### src/rtl/rfae_pkg.sv
// Shared definitions for the rectangle fill address engine.
// Holds field widths, status and register codes, and the item structs.
// Used by every module under rtl.
`default_nettype none

package rfae_pkg;

	localparam int SW_W   = 13;
	localparam int SH_W   = 13;
	localparam int STR_W  = 14;
	localparam int X_W    = 12;
	localparam int Y_W    = 12;
	localparam int RW_W   = 13;
	localparam int RH_W   = 13;
	localparam int PIX_W  = 32;
	localparam int IDX_W  = 25;
	localparam int STAT_W = 3;
	localparam int CFG_IDX_W  = 2;
	localparam int CFG_DATA_W = 14;

	localparam int DEF_MAX_WIDTH  = 4096;
	localparam int DEF_MAX_HEIGHT = 4096;
	localparam int DEF_MAX_STRIDE = 8192;

	localparam logic [SW_W-1:0]  RST_SCREEN_WIDTH  = SW_W'(1024);
	localparam logic [SH_W-1:0]  RST_SCREEN_HEIGHT = SH_W'(768);
	localparam logic [STR_W-1:0] RST_LINE_STRIDE   = STR_W'(1024);

	localparam logic [CFG_IDX_W-1:0] REG_SCREEN_WIDTH  = 2'd0;
	localparam logic [CFG_IDX_W-1:0] REG_SCREEN_HEIGHT = 2'd1;
	localparam logic [CFG_IDX_W-1:0] REG_LINE_STRIDE   = 2'd2;

	localparam logic [STAT_W-1:0] ST_IDLE     = 3'd0;
	localparam logic [STAT_W-1:0] ST_WRITE    = 3'd1;
	localparam logic [STAT_W-1:0] ST_DROPPED  = 3'd2;
	localparam logic [STAT_W-1:0] ST_ACCEPTED = 3'd3;
	localparam logic [STAT_W-1:0] ST_REFUSED  = 3'd4;

	typedef struct packed {
		logic              cmd;
		logic              full_screen;
		logic [X_W-1:0]    rect_x;
		logic [Y_W-1:0]    rect_y;
		logic [RW_W-1:0]   rect_w;
		logic [RH_W-1:0]   rect_h;
		logic [PIX_W-1:0]  fill_pixel;
	} rfae_item_t;

	typedef struct packed {
		logic [SW_W-1:0]  screen_width;
		logic [SH_W-1:0]  screen_height;
		logic [STR_W-1:0] line_stride;
	} rfae_cfg_t;

	typedef struct packed {
		logic [STAT_W-1:0] status;
		logic [IDX_W-1:0]  write_index;
		logic [PIX_W-1:0]  write_data;
		logic              last;
	} rfae_result_t;

endpackage

`default_nettype wire

### src/rtl/rfae_cfg_regs.sv
// Configuration registers of the fill engine, limited to the screen maxima.
// Depends on rfae_pkg.
`default_nettype none

module rfae_cfg_regs
	import rfae_pkg::*;
#(
	parameter int MAX_WIDTH  = DEF_MAX_WIDTH,
	parameter int MAX_HEIGHT = DEF_MAX_HEIGHT,
	parameter int MAX_STRIDE = DEF_MAX_STRIDE
) (
	input  wire logic                  clk,
	input  wire logic                  arst_n,
	input  wire logic                  cfg_valid,
	output logic                       cfg_ready,
	input  wire logic [CFG_IDX_W-1:0]  cfg_index,
	input  wire logic [CFG_DATA_W-1:0] cfg_data,
	output rfae_cfg_t                  cfg
);

	logic [SW_W-1:0]  screen_width_q;
	logic [SH_W-1:0]  screen_height_q;
	logic [STR_W-1:0] line_stride_q;

	assign cfg_ready = 1'b1;

	always_ff @(posedge clk or negedge arst_n) begin
		if (!arst_n) begin
			screen_width_q  <= RST_SCREEN_WIDTH;
			screen_height_q <= RST_SCREEN_HEIGHT;
			line_stride_q   <= RST_LINE_STRIDE;
		end else if (cfg_valid) begin
			if (cfg_index == REG_SCREEN_WIDTH) begin
				screen_width_q <= cfg_data[SW_W-1:0];
			end
			if (cfg_index == REG_SCREEN_HEIGHT) begin
				screen_height_q <= cfg_data[SH_W-1:0];
			end
			if (cfg_index == REG_LINE_STRIDE) begin
				line_stride_q <= cfg_data[STR_W-1:0];
			end
		end
	end

	always_comb begin
		cfg.screen_width  = (int'(screen_width_q) > MAX_WIDTH) ?
			SW_W'(MAX_WIDTH) : screen_width_q;
		cfg.screen_height = (int'(screen_height_q) > MAX_HEIGHT) ?
			SH_W'(MAX_HEIGHT) : screen_height_q;
		cfg.line_stride   = (int'(line_stride_q) > MAX_STRIDE) ?
			STR_W'(MAX_STRIDE) : line_stride_q;
	end

endmodule

`default_nettype wire

### src/rtl/rfae_in_stage.sv
// Input register of the fill engine: holds one accepted item for the core.
// Depends on rfae_pkg.
`default_nettype none

module rfae_in_stage
	import rfae_pkg::*;
(
	input  wire logic       clk,
	input  wire logic       arst_n,
	input  wire logic       in_valid,
	output logic            in_ready,
	input  wire rfae_item_t in_item,
	input  wire logic       take,
	output logic            valid_s1,
	output rfae_item_t      item_s1
);

	assign in_ready = !valid_s1 || take;

	always_ff @(posedge clk or negedge arst_n) begin
		if (!arst_n) begin
			valid_s1 <= 1'b0;
		end else if (in_ready) begin
			valid_s1 <= in_valid;
		end
	end

	always_ff @(posedge clk) begin
		if (in_valid && in_ready) begin
			item_s1 <= in_item;
		end
	end

endmodule

`default_nettype wire

### src/rtl/rfae_core.sv
// Fill state, clipping and address generation, with the result register.
// Depends on rfae_pkg.
`default_nettype none

module rfae_core
	import rfae_pkg::*;
(
	input  wire logic       clk,
	input  wire logic       arst_n,
	input  wire rfae_cfg_t  cfg,
	input  wire logic       valid_s1,
	input  wire rfae_item_t item_s1,
	output logic            take,
	output logic            valid_s2,
	input  wire logic       out_ready,
	output rfae_result_t    res_s2
);

	logic              busy_q;
	logic [SW_W-1:0]   cur_col_q;
	logic [SH_W-1:0]   cur_row_q;
	logic [X_W-1:0]    first_col_q;
	logic [SW_W-1:0]   end_col_q;
	logic [SH_W-1:0]   end_row_q;
	logic [IDX_W-1:0]  row_base_q;
	logic [PIX_W-1:0]  held_pixel_q;

	logic [X_W-1:0]    x_eff;
	logic [Y_W-1:0]    y_eff;
	logic [RW_W-1:0]   w_eff;
	logic [RH_W-1:0]   h_eff;
	logic [RW_W-1:0]   w_clip;
	logic [RH_W-1:0]   h_clip;
	logic [SW_W-1:0]   end_col_new;
	logic [SH_W-1:0]   end_row_new;
	logic [IDX_W-1:0]  base_prod;
	logic              drop;
	logic [SW_W:0]     col_inc;
	logic [SH_W:0]     row_inc;
	logic              wrap;
	logic              done;
	logic              fire;
	logic              do_start;
	logic              do_tick;
	rfae_result_t      res_d;

	assign take     = !valid_s2 || out_ready;
	assign fire     = take && valid_s1;
	assign do_start = fire && item_s1.cmd && !busy_q && !drop;
	assign do_tick  = fire && !item_s1.cmd && busy_q;

	always_comb begin
		x_eff = item_s1.full_screen ? '0 : item_s1.rect_x;
		y_eff = item_s1.full_screen ? '0 : item_s1.rect_y;
		w_eff = item_s1.full_screen ? RW_W'(cfg.screen_width) : item_s1.rect_w;
		h_eff = item_s1.full_screen ? RH_W'(cfg.screen_height) : item_s1.rect_h;
		drop  = !item_s1.full_screen &&
			((SW_W'(item_s1.rect_x) >= cfg.screen_width) ||
			 (SH_W'(item_s1.rect_y) >= cfg.screen_height));
		w_clip = ((14'(x_eff) + 14'(w_eff)) >= 14'(cfg.screen_width)) ?
			RW_W'(cfg.screen_width - SW_W'(x_eff)) : w_eff;
		h_clip = ((14'(y_eff) + 14'(h_eff)) >= 14'(cfg.screen_height)) ?
			RH_W'(cfg.screen_height - SH_W'(y_eff)) : h_eff;
		end_col_new = SW_W'(x_eff) + SW_W'(w_clip);
		end_row_new = SH_W'(y_eff) + SH_W'(h_clip);
		base_prod   = IDX_W'(y_eff) * IDX_W'(cfg.line_stride);

		col_inc = {1'b0, cur_col_q} + 1'b1;
		row_inc = {1'b0, cur_row_q} + 1'b1;
		wrap    = col_inc >= {1'b0, end_col_q};
		done    = wrap && (row_inc >= {1'b0, end_row_q});

		res_d = '0;
		if (item_s1.cmd) begin
			if (busy_q) begin
				res_d.status = ST_REFUSED;
			end else if (drop) begin
				res_d.status = ST_DROPPED;
			end else begin
				res_d.status = ST_ACCEPTED;
			end
		end else if (busy_q) begin
			res_d.status      = ST_WRITE;
			res_d.write_index = row_base_q + IDX_W'(cur_col_q);
			res_d.write_data  = held_pixel_q;
			res_d.last        = done;
		end
	end

	always_ff @(posedge clk or negedge arst_n) begin
		if (!arst_n) begin
			busy_q       <= 1'b0;
			cur_col_q    <= '0;
			cur_row_q    <= '0;
			first_col_q  <= '0;
			end_col_q    <= '0;
			end_row_q    <= '0;
			row_base_q   <= '0;
			held_pixel_q <= '0;
		end else if (do_start) begin
			busy_q       <= (w_clip != '0) && (h_clip != '0);
			cur_col_q    <= SW_W'(x_eff);
			cur_row_q    <= SH_W'(y_eff);
			first_col_q  <= x_eff;
			end_col_q    <= end_col_new;
			end_row_q    <= end_row_new;
			row_base_q   <= base_prod;
			held_pixel_q <= item_s1.fill_pixel;
		end else if (do_tick) begin
			if (wrap) begin
				cur_col_q  <= SW_W'(first_col_q);
				cur_row_q  <= row_inc[SH_W-1:0];
				row_base_q <= row_base_q + IDX_W'(cfg.line_stride);
				if (done) begin
					busy_q <= 1'b0;
				end
			end else begin
				cur_col_q <= col_inc[SW_W-1:0];
			end
		end
	end

	always_ff @(posedge clk or negedge arst_n) begin
		if (!arst_n) begin
			valid_s2 <= 1'b0;
		end else if (take) begin
			valid_s2 <= valid_s1;
		end
	end

	always_ff @(posedge clk) begin
		if (fire) begin
			res_s2 <= res_d;
		end
	end

endmodule

`default_nettype wire

### src/rtl/rect_fill_address_engine_top.sv
// Rectangle fill address engine, top level.
// Each item passes the input register, then the result register; m_tready can stall both.
// Throughput: one item per cycle while m_tready does not stall, set by that register pair.
// Reset: arst_n clears the fill state and loads the default screen registers.
// Depends on rfae_pkg, rfae_cfg_regs, rfae_in_stage and rfae_core.
`default_nettype none

module rect_fill_address_engine_top
	import rfae_pkg::*;
#(
	parameter int MAX_WIDTH  = DEF_MAX_WIDTH,
	parameter int MAX_HEIGHT = DEF_MAX_HEIGHT,
	parameter int MAX_STRIDE = DEF_MAX_STRIDE
) (
	input  wire logic                  clk,
	input  wire logic                  arst_n,
	input  wire logic                  s_tvalid,
	output logic                       s_tready,
	// rect_x, rect_y, rect_w, rect_h, fill_pixel, zero fill
	input  wire logic [87:0]           s_tdata,
	// cmd, full_screen
	input  wire logic [1:0]            s_tuser,
	output logic                       m_tvalid,
	input  wire logic                  m_tready,
	// write_index, write_data, zero fill
	output logic [63:0]                m_tdata,
	// status
	output logic [STAT_W-1:0]          m_tuser,
	output logic                       m_tlast,
	input  wire logic                  cfg_valid,
	output logic                       cfg_ready,
	input  wire logic [CFG_IDX_W-1:0]  cfg_index,
	input  wire logic [CFG_DATA_W-1:0] cfg_data
);

	rfae_cfg_t    cfg;
	rfae_item_t   in_item;
	rfae_item_t   item_s1;
	rfae_result_t res_s2;
	logic         valid_s1;
	logic         take;

	always_comb begin
		in_item.cmd         = s_tuser[0];
		in_item.full_screen = s_tuser[1];
		in_item.rect_x      = s_tdata[11:0];
		in_item.rect_y      = s_tdata[23:12];
		in_item.rect_w      = s_tdata[36:24];
		in_item.rect_h      = s_tdata[49:37];
		in_item.fill_pixel  = s_tdata[81:50];
	end

	rfae_cfg_regs #(
		.MAX_WIDTH  (MAX_WIDTH),
		.MAX_HEIGHT (MAX_HEIGHT),
		.MAX_STRIDE (MAX_STRIDE)
	) u_cfg (
		.clk       (clk),
		.arst_n    (arst_n),
		.cfg_valid (cfg_valid),
		.cfg_ready (cfg_ready),
		.cfg_index (cfg_index),
		.cfg_data  (cfg_data),
		.cfg       (cfg)
	);

	rfae_in_stage u_in (
		.clk      (clk),
		.arst_n   (arst_n),
		.in_valid (s_tvalid),
		.in_ready (s_tready),
		.in_item  (in_item),
		.take     (take),
		.valid_s1 (valid_s1),
		.item_s1  (item_s1)
	);

	rfae_core u_core (
		.clk       (clk),
		.arst_n    (arst_n),
		.cfg       (cfg),
		.valid_s1  (valid_s1),
		.item_s1   (item_s1),
		.take      (take),
		.valid_s2  (m_tvalid),
		.out_ready (m_tready),
		.res_s2    (res_s2)
	);

	assign m_tdata = {7'b0, res_s2.write_data, res_s2.write_index};
	assign m_tuser = res_s2.status;
	assign m_tlast = res_s2.last;

endmodule

`default_nettype wire
### config.mk
export PLATFORM = sky130hd
export DESIGN_NAME = rect_fill_address_engine_top
export DESIGN_NICKNAME = d
export VERILOG_FILES = /design/src/rtl/rfae_pkg.sv /design/src/rtl/rfae_cfg_regs.sv /design/src/rtl/rfae_in_stage.sv /design/src/rtl/rfae_core.sv /design/src/rtl/rect_fill_address_engine_top.sv
export SDC_FILE = /design/constraint.sdc
export NUM_CORES = 1
export LEC_CHECK = 0
export ABC_CLOCK_PERIOD_IN_PS = 7780
export BUFFER_PORTS_ARGS = -buffer_cell sky130_fd_sc_hd__buf_4
export CORE_MARGIN = 3
export CORE_UTILIZATION = 35
export DETAILED_ROUTE_END_ITERATION = 8
export GPL_TIMING_DRIVEN = 0
export PLACE_DENSITY_LB_ADDON = 0.3
export SYNTH_ARGS = -nofsm -noshare
export SYNTH_HDL_FRONTEND = slang
export SYNTH_SLANG_ARGS = --single-unit
### constraint.sdc
create_clock -name clk -period 7.78 [get_ports clk]
set_input_delay 0.778 -clock clk [delete_from_list [all_inputs] [get_ports clk]]
set_output_delay 0.778 -clock clk [all_outputs]
set_load 0.005 [all_outputs]
* After elaboration in Yosys (flattened, before gate mapping)
Cells that the tools add are included.
Storage, ports and cells: bits in registers 309, bits in latches 0, RAM bits 0, memory bits (read-only) 0, bits of input ports 111, output and inout bits 71, logic and storage cells 104, memories kept 0
Cells by class: add/subtract/negate cells 10, multiply operators 1, divide/modulo/power cells 0, magnitude comparators 9, eq/ne operators 2, shifts and indexed selects 0, multiplexer cells 26, bitwise gates (word level) 1, reduce and logical (&&, ||, !) cells 31
Operators by type and width (count):
- $mux W13 | 12
- $mux W25 | 3
- $mux W59 | 1
- $ge A14 B13 Y1 | 4
- $add A12 B13 Y14 | 2
- $add A13 B1 Y14 const B | 2
- $add A12 B13 Y13 | 2
- $ge A12 B13 Y1 | 2
- $gt A13 B13 Y1 const B | 2
- $reduce_bool A13 Y1 | 2
- $sub A13 B12 Y13 | 2
- $add A25 B13 Y25 | 1
- $add A25 B14 Y25 | 1
- $mul A12 B14 Y25 | 1
- $mux W12 | 2
- $gt A14 B14 Y1 const B | 1
- $mux W14 | 1
- $logic_and A1 B1 Y1 | 10
- $reduce_and A2 Y1 | 4
- $logic_not A1 Y1 | 6
- $mux W3 | 2
- $reduce_bool A2 Y1 | 3
- $mux W1 | 5
- $logic_or A1 B1 Y1 | 3
- 6 further kinds | 6

* Depth between registers and ports, before layout
depth after elaboration 9, mapped depth 38, mapped depth without buffers 34

* Cells and area by module
Synthesis repeated with hierarchy kept, for this count alone.
Second synthesis, totals: cell total of the unflattened synthesis 2581, area total of the unflattened synthesis 24463.5 sq um
Modules (own cells, without submodules):
- rfae_core | instances 1, cells an instance 2354, area an instance 20061.7 sq um, sequential area each 4909.7 sq um
- rfae_in_stage | instances 1, cells an instance 88, area an instance 2576.2 sq um, sequential area each 2547.4 sq um
- rfae_cfg_regs | instances 1, cells an instance 131, area an instance 1769.2 sq um, sequential area each 1006.0 sq um
- rect_fill_address_engine_top | instances 1, cells an instance 8, area an instance 56.3 sq um, sequential area each 0.0 sq um

* Worst setup path after synthesis
OpenSTA, ideal clock, no wires.
kind flip-flop to flip-flop, start point register, netlist name u_in.item_s1[82], end point register u_core.row_base_q[24], setup time 0.131 ns, data arrival time 6.535 ns, required time 7.649 ns, setup slack 1.114 ns, cell stages (with the launch flop) 26, buffers on the path 5, period minus slack after synthesis 6.666 ns, cells stage by stage edfxtp_1 > buf_2 > buf_1 > buf_2 > buf_2 > nand2b_1 > clkbuf_1 > nor2_1 > fa_1 > inv_1 > fa_1 > inv_1 > fa_1 > fa_1 > inv_1 > fa_1 > inv_1 > ha_1 > or2_2 > nor3_1 > a21oi_2 > a41o_1 > a311oi_2 > o21ai_1 > mux2i_1 > or3_1
Between the ends: word-level cells in the longest chain between the ends 6, elaborated cells on any way between the ends 10, those cells by class 1 x mul; 2 x mux; 7 x reduce/logical
Ends and longest elaborated chain:
- parallel branches: the longest is 6 deep, another holds $mul A12 B14 Y25
- end signal: assignment | RTL line rfae_core.sv:107 | row_base_q <= base_prod;
- end signal: assignment | RTL line rfae_core.sv:113 | row_base_q <= row_base_q + IDX_W'(cfg.line_stride);
- end: declaration | RTL line rfae_core.sv:25 | logic [IDX_W-1:0] row_base_q;
Several ways; the timed one is not identified. A chain may end at the register's enable or synchronous reset.

* Worst setup path after layout
start point register, netlist name u_in.item_s1[82], end point register u_core.row_base_q[24]
Between the ends: word-level cells in the longest chain between the ends 6, elaborated cells on any way between the ends 10, those cells by class 1 x mul; 2 x mux; 7 x reduce/logical
Ends and longest elaborated chain:
- parallel branches: the longest is 6 deep, another holds $mul A12 B14 Y25
Several ways; the timed one is not identified.

==> metrics <==
status finished clean; Pint roughly 0.0053 W; Worst Hold Class input port to async pin; Die Ht 272 um; unrepaired setup endpoints after global routing false; FFs w/ async S/R, synth 53.1%; Critical Path RT 8220 ps; die area between 70,000 and 80,000 um^2; FP Rows 96; Total Power roughly 0.009 W; DPL Wire Length 54.9 mm; WL final 69.9 mm; Worst path max stage delay 560 ps; initial antenna violation count 1; Fin. Hold Viols 0; layout cells sized above 1 14.4%; Post-Syn Area 24,800 um^2; setup ws final around 200 ps; # nets final 3,333; post-route clock period utilization between 90% and 100%; CTS max path bufs 3; prevailing post-synth register cell dfrtp_1; H-tree Lvls 2; Comb power frac 50.6%; CTS clk-pin slew, worst paths 60 ps; metal3 WL about 4.3 mm; number of synthesized register bits 309; P_leak 13.6 nW; grt total ovfl 0; Post-Synthesis Cells 2,633; setup tns final 0 ps; per-cell routed wire length ~18 um; Setup CP Type flop to flop; CP endpoint kind flop; number of synthesized flops with an enable pin around 150; post-route minimum period 7580 ps; first-pass GRT wire length about 110 mm; Sink Count 309; CTS Buf Count 38; worst skew pair latency 570 ps; Residual DRC 0; vias 19,270; Crit-path slowest cell fa_1; max-slew violation count 0; Worst IR Drop VDD 0.200 mV; Clk pwr share 21.6%; antenna cells 0; element type at the critical path start flop; Placed Cells 3,740; P&R area growth vs syn 16.6%; CTS Root Cell clkbuf_16; DRT iter0 DRCs 1,405; crit-path max FO 10; Max Used Layer met5; library cells used by synthesis 94; switch share 41.3%; clk_skew about 18 ps; WP data arrival around 8000 ps; Vias/cell ~5.0; share of power burned in registers between 20 and 30%; Synth Area per Inst 9.42 um^2; vias in the first global route around 19,000; All-Layer GR Usage 18.8%; ANT nets after route 0; Yosys warnings 0; PortBufs 167; crit-path most repeated cell fa_1; DR pass1 iterations 5; M1 WL 32.0 mm; relative slew slack 38.8%; Critical path buffers and inverters 9; hold buffer count at cts 0; met2 WL 31.3 mm; Horiz. Die Dim 272 um; largest net degree at the start of global routing 102; RePlAce Congestion 0.909; # IOs approximately 180; P_sw 0.00376 W; Fillers about 7,000; starting density of the core 35.7%; post-synthesis sequential area ratio 34.1%; CTS tree yes; Finished Core Util 41.7%; final setup violation count 0; dpl ws -963 ps; fin cells between 3,000 and 4,000; CP delay by family, top adder cells; Worst-Margin Slew 910 ps; max-cap violation count 0; core area roughly 70,000 um^2; FMAX 132 MHz; Cell Pwr Density roughly 310 nW/um^2
cell type report:
type                       instances  area [um^2]  share of cell area (%)
timing repair buffer             182         1450                    5.00
clock inverter                    23          333                    1.15
tap                              931         1160                    4.03
clock buffer                      47         1080                    3.73
multi-input combinational       1933        14800                    51.3
buffer                            84          428                    1.48
sequential                       309         8460                    29.3
inverter                         308         1180                    4.07
layer usage:
metal  up-vias  GRT usage, %
met3       128          3.17
li1       9386             -
met2       546          29.7
met1      9208          26.0
met4         2          6.35
met5         -             0
Yosys cell counts, drive strengths merged, types with 8 or more instances:
cell type | number | area [um^2]
nand2 | 390 | 1460
inv | 298 | 1120
ha | 239 | 2990
nor2 | 184 | 706
dfrtp | 160 | 4000
edfxtp | 145 | 4350
fa | 127 | 2540
o21ai | 122 | 633
a21oi | 108 | 548
xnor2 | 76 | 673
buf | 58 | 313
mux2 | 57 | 642
and2 | 55 | 344
nand2b | 52 | 325
a21o | 50 | 375
nor2b | 44 | 275
nand3 | 42 | 215
nor3 | 39 | 205
xor2 | 38 | 333
mux2i | 32 | 320
clkbuf | 31 | 116
a31oi | 25 | 163
a211oi | 21 | 190
o21a | 21 | 158
or3 | 20 | 125
nand4 | 15 | 93.8
o211ai | 12 | 95.1
and3 | 11 | 73.8
clkinv | 10 | 37.5
o21bai | 10 | 78.8
or2 | 8 | 50.1
worst register-to-register path, stage by stage (launching register included):
cell and delay (ps):
edfxtp_1 320, buf_2 190, clkbuf_4 310, buf_4 300, clkbuf_4 300, nand2b_1 360
buf_2 380, nor2_1 130, fa_1 560, inv_1 50, fa_1 470, inv_1 50
fa_1 500, fa_1 560, inv_1 60, fa_1 520, inv_1 40, ha_1 260
or2_2 330, nor3_1 190, a21oi_2 140, a41o_1 320, a311oi_2 420, o21ai_1 150
mux2i_1 160, or3_1 380
power by group through the flow:
stage / Sequential (W) / Combinational (W) / Clock, W
4_1_cts: 0.00252 / 0.00458 / 0.00202
3_3_place_gp: 0.00254 / 0.00450 / 0
2_1_floorplan: 0.00243 / 0.00338 / 0
3_5_place_dp: 0.00255 / 0.00455 / 0
5_1_grt: 0.00258 / 0.00520 / 0.00209
6_report: 0.00252 / 0.00461 / 0.00197
kinds of logic (layout without fill, tap and decap cells):
group	Yosys count	count (layout)	synth area share (%)
XOR/XNOR	114	114	4.05
multiplexers	89	89	3.88
buffers and inverters	397	644	6.39
AO/OA/AOI/OAI	469	469	12.8
adder cells (fa/ha/maj)	366	366	22.3
flip-flops	309	309	34.1
other	2	8	0.0303
AND/OR/NAND/NOR	887	887	16.5
flip-flops by register name, indices dropped and copies added, names as in the netlist, 14 cells and up:
signal and count:
u_core.row_base_q 25, u_core.held_pixel_q 32, u_cfg.line_stride_q 14, u_in.item_s1 84, u_core.res_s2 61
final timing paths:
path                             startpoint  cells after the start                   endpoint  slack, ps
max                        u_in.item_s1[82]                     25      u_core.row_base_q[24]        200
min                                  arst_n                      1    u_core.held_pixel_q[25]        140
max reg2reg                u_in.item_s1[82]                     25      u_core.row_base_q[24]        200
min reg2reg                u_in.item_s1[26]                      2    u_core.held_pixel_q[26]        430
max in group asynchronous            arst_n                      2  u_cfg.screen_height_q[12]       6660
min in group clk                s_tdata[35]                      1           u_in.item_s1[56]        380
layout by cell type (no fill, tap or decap), types with 9 or more instances in the layout:
cell,instances
a211oi_1,16
nor3_1,37
xor2_1,38
mux2i_1,32
a21o_1,50
o21ai_0,107
fa_1,127
and3_1,10
nand2_1,390
ha_1,239
dfrtp_1,160
clkbuf_1,27
clkbuf_16,41
buf_4,189
clkinv_1,11
o211ai_1,11
o21bai_1,9
xnor2_1,75
mux2_2,57
edfxtp_1,145
nor2b_1,43
nand4_1,15
nand3_1,41
o21ai_1,11
a21oi_1,106
nand2b_1,48
buf_1,10
buf_2,29
or3_1,20
o21a_1,21
and2_1,54
nor2_1,181
a31oi_1,24
inv_1,293
stage by stage:
stage	area, um^2	hold WS (ps)
after floorplan	24800	415
after global placement	27300	419
after detailed placement	27300	422
after CTS	28800	163
after global routing	28900	180
final	28900	144
timing repair:
action,CTS,global route
setup buffers,1,11
pin swaps,0,1
endpoints found under the setup margin,29,19
gates resized for setup,11,22
(Power assumes the default switching activity.)
